[config.mk]
export PLATFORM = sky130hd
export DESIGN_NAME = stt_ctrl
export DESIGN_NICKNAME = d
export VERILOG_FILES = /design/src/stt_pkg.sv /design/src/stt_ctrl.sv
export SDC_FILE = /design/constraint.sdc
export NUM_CORES = 1
export LEC_CHECK = 0
export BUFFER_PORTS_ARGS = -buffer_cell sky130_fd_sc_hd__buf_4
export CAP_MARGIN = 10
export CORE_MARGIN = 4
export CORE_UTILIZATION = 52
export DETAILED_ROUTE_END_ITERATION = 16
export PLACE_DENSITY = 0.93
export SETUP_SLACK_MARGIN = 0.5
export SLEW_MARGIN = 5
export SYNTH_ARGS = -nofsm -noshare
export SYNTH_HDL_FRONTEND = slang
export SYNTH_SLANG_ARGS = --single-unit
[constraint.sdc]
create_clock -name clk -period 3.37 [get_ports clk]
set_clock_uncertainty 0.2 [all_clocks]
set_input_delay 0.674 -clock clk [delete_from_list [all_inputs] [get_ports clk]]
set_output_delay 0.674 -clock clk [all_outputs]
set_load 0.005 [all_outputs]
[src/stt_pkg.sv]
`default_nettype none

package stt_pkg;

  // Table geometry and field widths
  localparam int CAPACITY          = 128;
  localparam int ADDR_BITS         = $clog2(CAPACITY);
  localparam int CNT_BITS          = $clog2(CAPACITY + 1);
  localparam int INDEX_BITS        = 16;
  localparam int VALUE_BITS        = 32;
  localparam int KEY_BITS          = 2 * INDEX_BITS;
  localparam int SHAPE_BITS        = INDEX_BITS + 1;
  localparam int ENTRY_COUNT_BITS  = 8;
  localparam int STATUS_BITS       = 2;
  localparam int CFG_IDX_BITS      = 1;

  typedef enum logic {
    CMD_STORE    = 1'b0,
    CMD_RETRIEVE = 1'b1
  } cmd_t;

  typedef enum logic [STATUS_BITS-1:0] {
    ST_OK       = 2'd0,
    ST_RANGE    = 2'd1,
    ST_FULL     = 2'd2,
    ST_NOTFOUND = 2'd3
  } result_code_t;

  typedef enum logic [CFG_IDX_BITS-1:0] {
    CFG_NUM_ROWS = 1'b0,
    CFG_NUM_COLS = 1'b1
  } cfg_idx_t;

  typedef struct packed {
    logic [KEY_BITS-1:0]   key;
    logic [VALUE_BITS-1:0] value;
  } entry_t;

  // Controller to datapath
  typedef struct packed {
    logic         load;        // latch item, open search window
    logic         srch_rd;     // read entry at window midpoint
    logic         srch_upd;    // narrow window from midpoint compare
    logic         pos_rd;      // read entry at insertion point
    logic         shift_init;  // start shift pointer at entry count
    logic         shift_step;  // move one entry up
    logic         ins_wr;      // write new entry at insertion point
    logic         upd_wr;      // overwrite value at insertion point
    logic         resp;        // register result
    result_code_t resp_status;
  } ctrl_cmd_t;

  // Datapath to controller
  typedef struct packed {
    logic in_range;
    logic lo_lt_hi;
    logic hit;
    logic full;
    logic shift_done;
    logic is_retrieve;
  } dp_stat_t;

endpackage

`default_nettype wire

[src/stt_ctrl.sv]
`default_nettype none

module stt_ctrl (
  input  wire logic               clk,
  input  wire logic               rst_n,
  input  wire logic               start,
  output logic                    busy,
  input  wire stt_pkg::dp_stat_t  stat,
  output stt_pkg::ctrl_cmd_t      cmd
);

  typedef enum logic [8:0] {
    S_IDLE   = 9'b000000001,
    S_CHECK  = 9'b000000010,
    S_SEARCH = 9'b000000100,
    S_SWAIT  = 9'b000001000,
    S_DECIDE = 9'b000010000,
    S_SHIFT  = 9'b000100000,
    S_INSERT = 9'b001000000,
    S_RESP   = 9'b010000000,
    S_UPDATE = 9'b100000000
  } state_t;

  state_t                state_r, state_nxt;
  stt_pkg::result_code_t status_r, status_nxt;

  always_ff @(posedge clk) begin
    if (!rst_n) begin
      state_r  <= S_IDLE;
      status_r <= stt_pkg::ST_OK;
    end else begin
      state_r  <= state_nxt;
      status_r <= status_nxt;
    end
  end

  assign busy = (state_r != S_IDLE);

  always_comb begin
    state_nxt       = state_r;
    status_nxt      = status_r;
    cmd             = '0;
    cmd.resp_status = status_r;
    case (state_r)
      S_IDLE: begin
        if (start) begin
          cmd.load  = 1'b1;
          state_nxt = S_CHECK;
        end
      end
      S_CHECK: begin
        if (!stat.in_range) begin
          status_nxt = stt_pkg::ST_RANGE;
          state_nxt  = S_RESP;
        end else begin
          state_nxt = S_SEARCH;
        end
      end
      S_SEARCH: begin
        if (stat.lo_lt_hi) begin
          cmd.srch_rd = 1'b1;
          state_nxt   = S_SWAIT;
        end else begin
          cmd.pos_rd = 1'b1;
          state_nxt  = S_DECIDE;
        end
      end
      S_SWAIT: begin
        cmd.srch_upd = 1'b1;
        state_nxt    = S_SEARCH;
      end
      S_DECIDE: begin
        if (stat.is_retrieve) begin
          status_nxt = stat.hit ? stt_pkg::ST_OK : stt_pkg::ST_NOTFOUND;
          state_nxt  = S_RESP;
        end else if (stat.hit) begin
          status_nxt = stt_pkg::ST_OK;
          state_nxt  = S_UPDATE;
        end else if (stat.full) begin
          status_nxt = stt_pkg::ST_FULL;
          state_nxt  = S_RESP;
        end else begin
          status_nxt     = stt_pkg::ST_OK;
          cmd.shift_init = 1'b1;
          state_nxt      = S_SHIFT;
        end
      end
      S_UPDATE: begin
        cmd.upd_wr = 1'b1;
        state_nxt  = S_RESP;
      end
      S_SHIFT: begin
        cmd.shift_step = 1'b1;
        if (stat.shift_done) begin
          state_nxt = S_INSERT;
        end
      end
      S_INSERT: begin
        cmd.ins_wr = 1'b1;
        state_nxt  = S_RESP;
      end
      S_RESP: begin
        cmd.resp  = 1'b1;
        state_nxt = S_IDLE;
      end
      default: begin
        state_nxt = S_IDLE;
      end
    endcase
  end

endmodule

`default_nettype wire

==> out/qor.txt <==
Clock Tree Root - clkbuf_4
Max Freq - 0.360 GHz
RSZ-0062 raised after global routing - no
crit path capture type - primary output
Clock Sink Count - 11
Die Y - 44.2 µm
via/cell ratio - 6.03
gr usage total - 18.3%
Worst Setup Path Type - reg -> out
syn_area_per_cell - 8.32 µm²
final hold slack - 0.262 ns
Setup Buffers After CTS - 0
share of cells above drive strength 1 - 29.7%
Antenna diodes - 0
Final Max Slew Viols - 0
final WL - 1720 µm
total chip power - 0.000287 W
most frequently used flop master after synthesis - dfxtp_1
global-route wire length before repair - 2620 µm
top-count cell post-synth - dfxtp_1
Ys Warns - 0
clk_lat worst skew - 0.28 ns
Leak Pwr - 0.363 nW
Max transition margin - 62.7%
Synth async-reset ratio - 0%
CTS tree - done
mux contribution to synthesized area - 0%
PortBufs - 20
aggregate global routing overflow - 0
crit path DAT - 1.91 ns
post-route DRC violation count - 0
top cell type's share of synthesized area - 32.3%
Adder-Cell Fraction of Synth Area - 0%
Via Count - 694
largest area contributor in the netlist - dfxtp_1
die width - 44.2 µm
number of CTS-inserted buffers - 3
status - finished clean
most used cell, CP - or3_4
nets - 111
max-cap violation count - 0
post-synthesis xor/xnor area fraction - 3.85%
period utilization - 82.5%
initial antenna violation count - 0
die footprint - 1950 µm²
hold_buf cts - 0
Pre-antenna DRT Iters - 4
Final Hold Vio Count - 0
num rows - 12
Synth Area in Compound Gates - 15.8%
Critical Path RT - 2.50 ns
min cycle time layout - 2.78 ns
Yosys reg bits - 11
Simple-Gate Fraction of Synth Area - 42.2%
routed len/inst - 15.0 µm
Initial Util - 58.2%
I/O pins - 21
syn_nets - 91
sequential area share after synthesis - 32.3%
Gate Count Post-Synth - 82
htree depth - 1
mapped cell area - 682 µm²
synth unique cells - 34
GPL Wtd Cong - 0.867
Detail Placement HPWL - 1260 µm
largest family of logic cells by synthesized area - simple AND/OR/NAND/NOR gates
Crit path largest cell delay - 0.45 ns
worst path cell trace - or3_4 -> or3_4 -> nor4_4 -> buf_4
Clock Path Buffers - 2
EDFF count, synth - 0
Setup TNS Final - 0 ns
Hold WC Path Type - reg -> reg
post-route ant nets - 0
Worst Max-Slew Pin Slew - 0.546 ns
Peak VDD IR - 196 µV
CP Launch Type - flop
Cell Pwr Density - 335 nW/µm²
Layout area overhead - 25.7%
Max Fanout on Critical Path - 7
core area - 1170 µm²
pin count of the biggest net entering global routing - 10
top post-synthesis cells by count - dfxtp_1 (11), nor2_1 (6), nor3_1 (5)
clock-pin slew of the registers on the worst-case setup and hold paths - 0.08 ns
final setup fails - 0
Slowest-stage cell, CP - or3_4
initial DRC count - 40
vias in the first global route - 573
synth top area cells - dfxtp_1 (32%), o21a_1 (4.4%), nor3_1 (3.7%), or3_1 (3.7%), nor2_1 (3.3%)
## per-stage QoR
stage               setup slack, ns  cells  utilization, %  area (µm²)
floorplan                      1.03     82               -         682
global placement              0.873    111            70.1         821
detailed placement            0.822    111            70.1         821
CTS                           0.512    115            72.3         847
global route                  0.513    115            73.2         857
finish                        0.590    115            73.2         857
## routing by layer
| layer | GRT usage [%] | part of all wire (%) | wire length (µm) | vias to the layer above |
|---|---|---|---|---|
| li1 | - | - | - | 338 |
| met1 | 22.1 | 41 | 712 | 314 |
| met2 | 28.5 | 47 | 815 | 36 |
| met3 | 4.47 | 9.0 | 155 | 6 |
| met4 | 12.0 | 2.3 | 40 | 0 |
| met5 | 0 | 0 | 0 | - |
## registers in the layout, summed over array words and instances (netlist names)
name	cells
state_r	9
status_r	2
## area by class of cell
cell class / count / area (µm²)
multi-input combinational: 63 / 432
fill: 93 / 314
sequential: 11 / 220
timing repair buffer: 20 / 150
clock buffer: 4 / 26.3
tap: 14 / 17.5
inverter: 3 / 11.3
## placed cells by master, fill, tap and decap left out, types with 3 or more instances in the layout
cell | synthesis | layout
buf_4 | 2 | 20
clkbuf_4 | 0 | 3
dfxtp_1 | 11 | 11
inv_1 | 3 | 3
nand2_1 | 4 | 4
nor2_1 | 6 | 6
nor3_1 | 5 | 5
nor4_1 | 3 | 3
o21a_1 | 4 | 4
o21ai_0 | 4 | 4
or3_4 | 1 | 3
## report_power, final
| part | switching [W] | internal, W |
|---|---|---|
| logic | 0.0000265 | 0.0000266 |
| registers | 0.00000388 | 0.000133 |
| clock network | 0.0000510 | 0.0000460 |
| total | 0.0000814 | 0.000205 |
## logic make-up (layout without fill, tap and decap cells)
logic type | count (synthesis) | in the layout
buf+inv | 8 | 27
flops | 11 | 11
simple gates | 44 | 44
xor+xnor | 3 | 3
compound gates | 16 | 16
## worst paths after layout
path | startpoint | end | slack [ns] | cells after the start
max | state_r[8] | cmd[6] | 0.59 | 4
min | status_r[1] | status_r[1] | 0.26 | 2
max reg2reg | state_r[1] | state_r[6] | 1.33 | 5
min reg2reg | status_r[1] | status_r[1] | 0.26 | 2
## worst max-delay path, delay by kind of cell, from the launching register on
family | cells | cell delay [ns]
buf+inv | 1 | 0.15
flops | 1 | 0.37
simple gates | 3 | 1.10
## timing repair
item                                    4_1_cts  5_1_grt
endpoints found under the setup margin        0        1
gates resized for setup                       0        2
endpoints found under the hold margin         0        0
No activity file was read; power rests on OpenSTA's default activity.
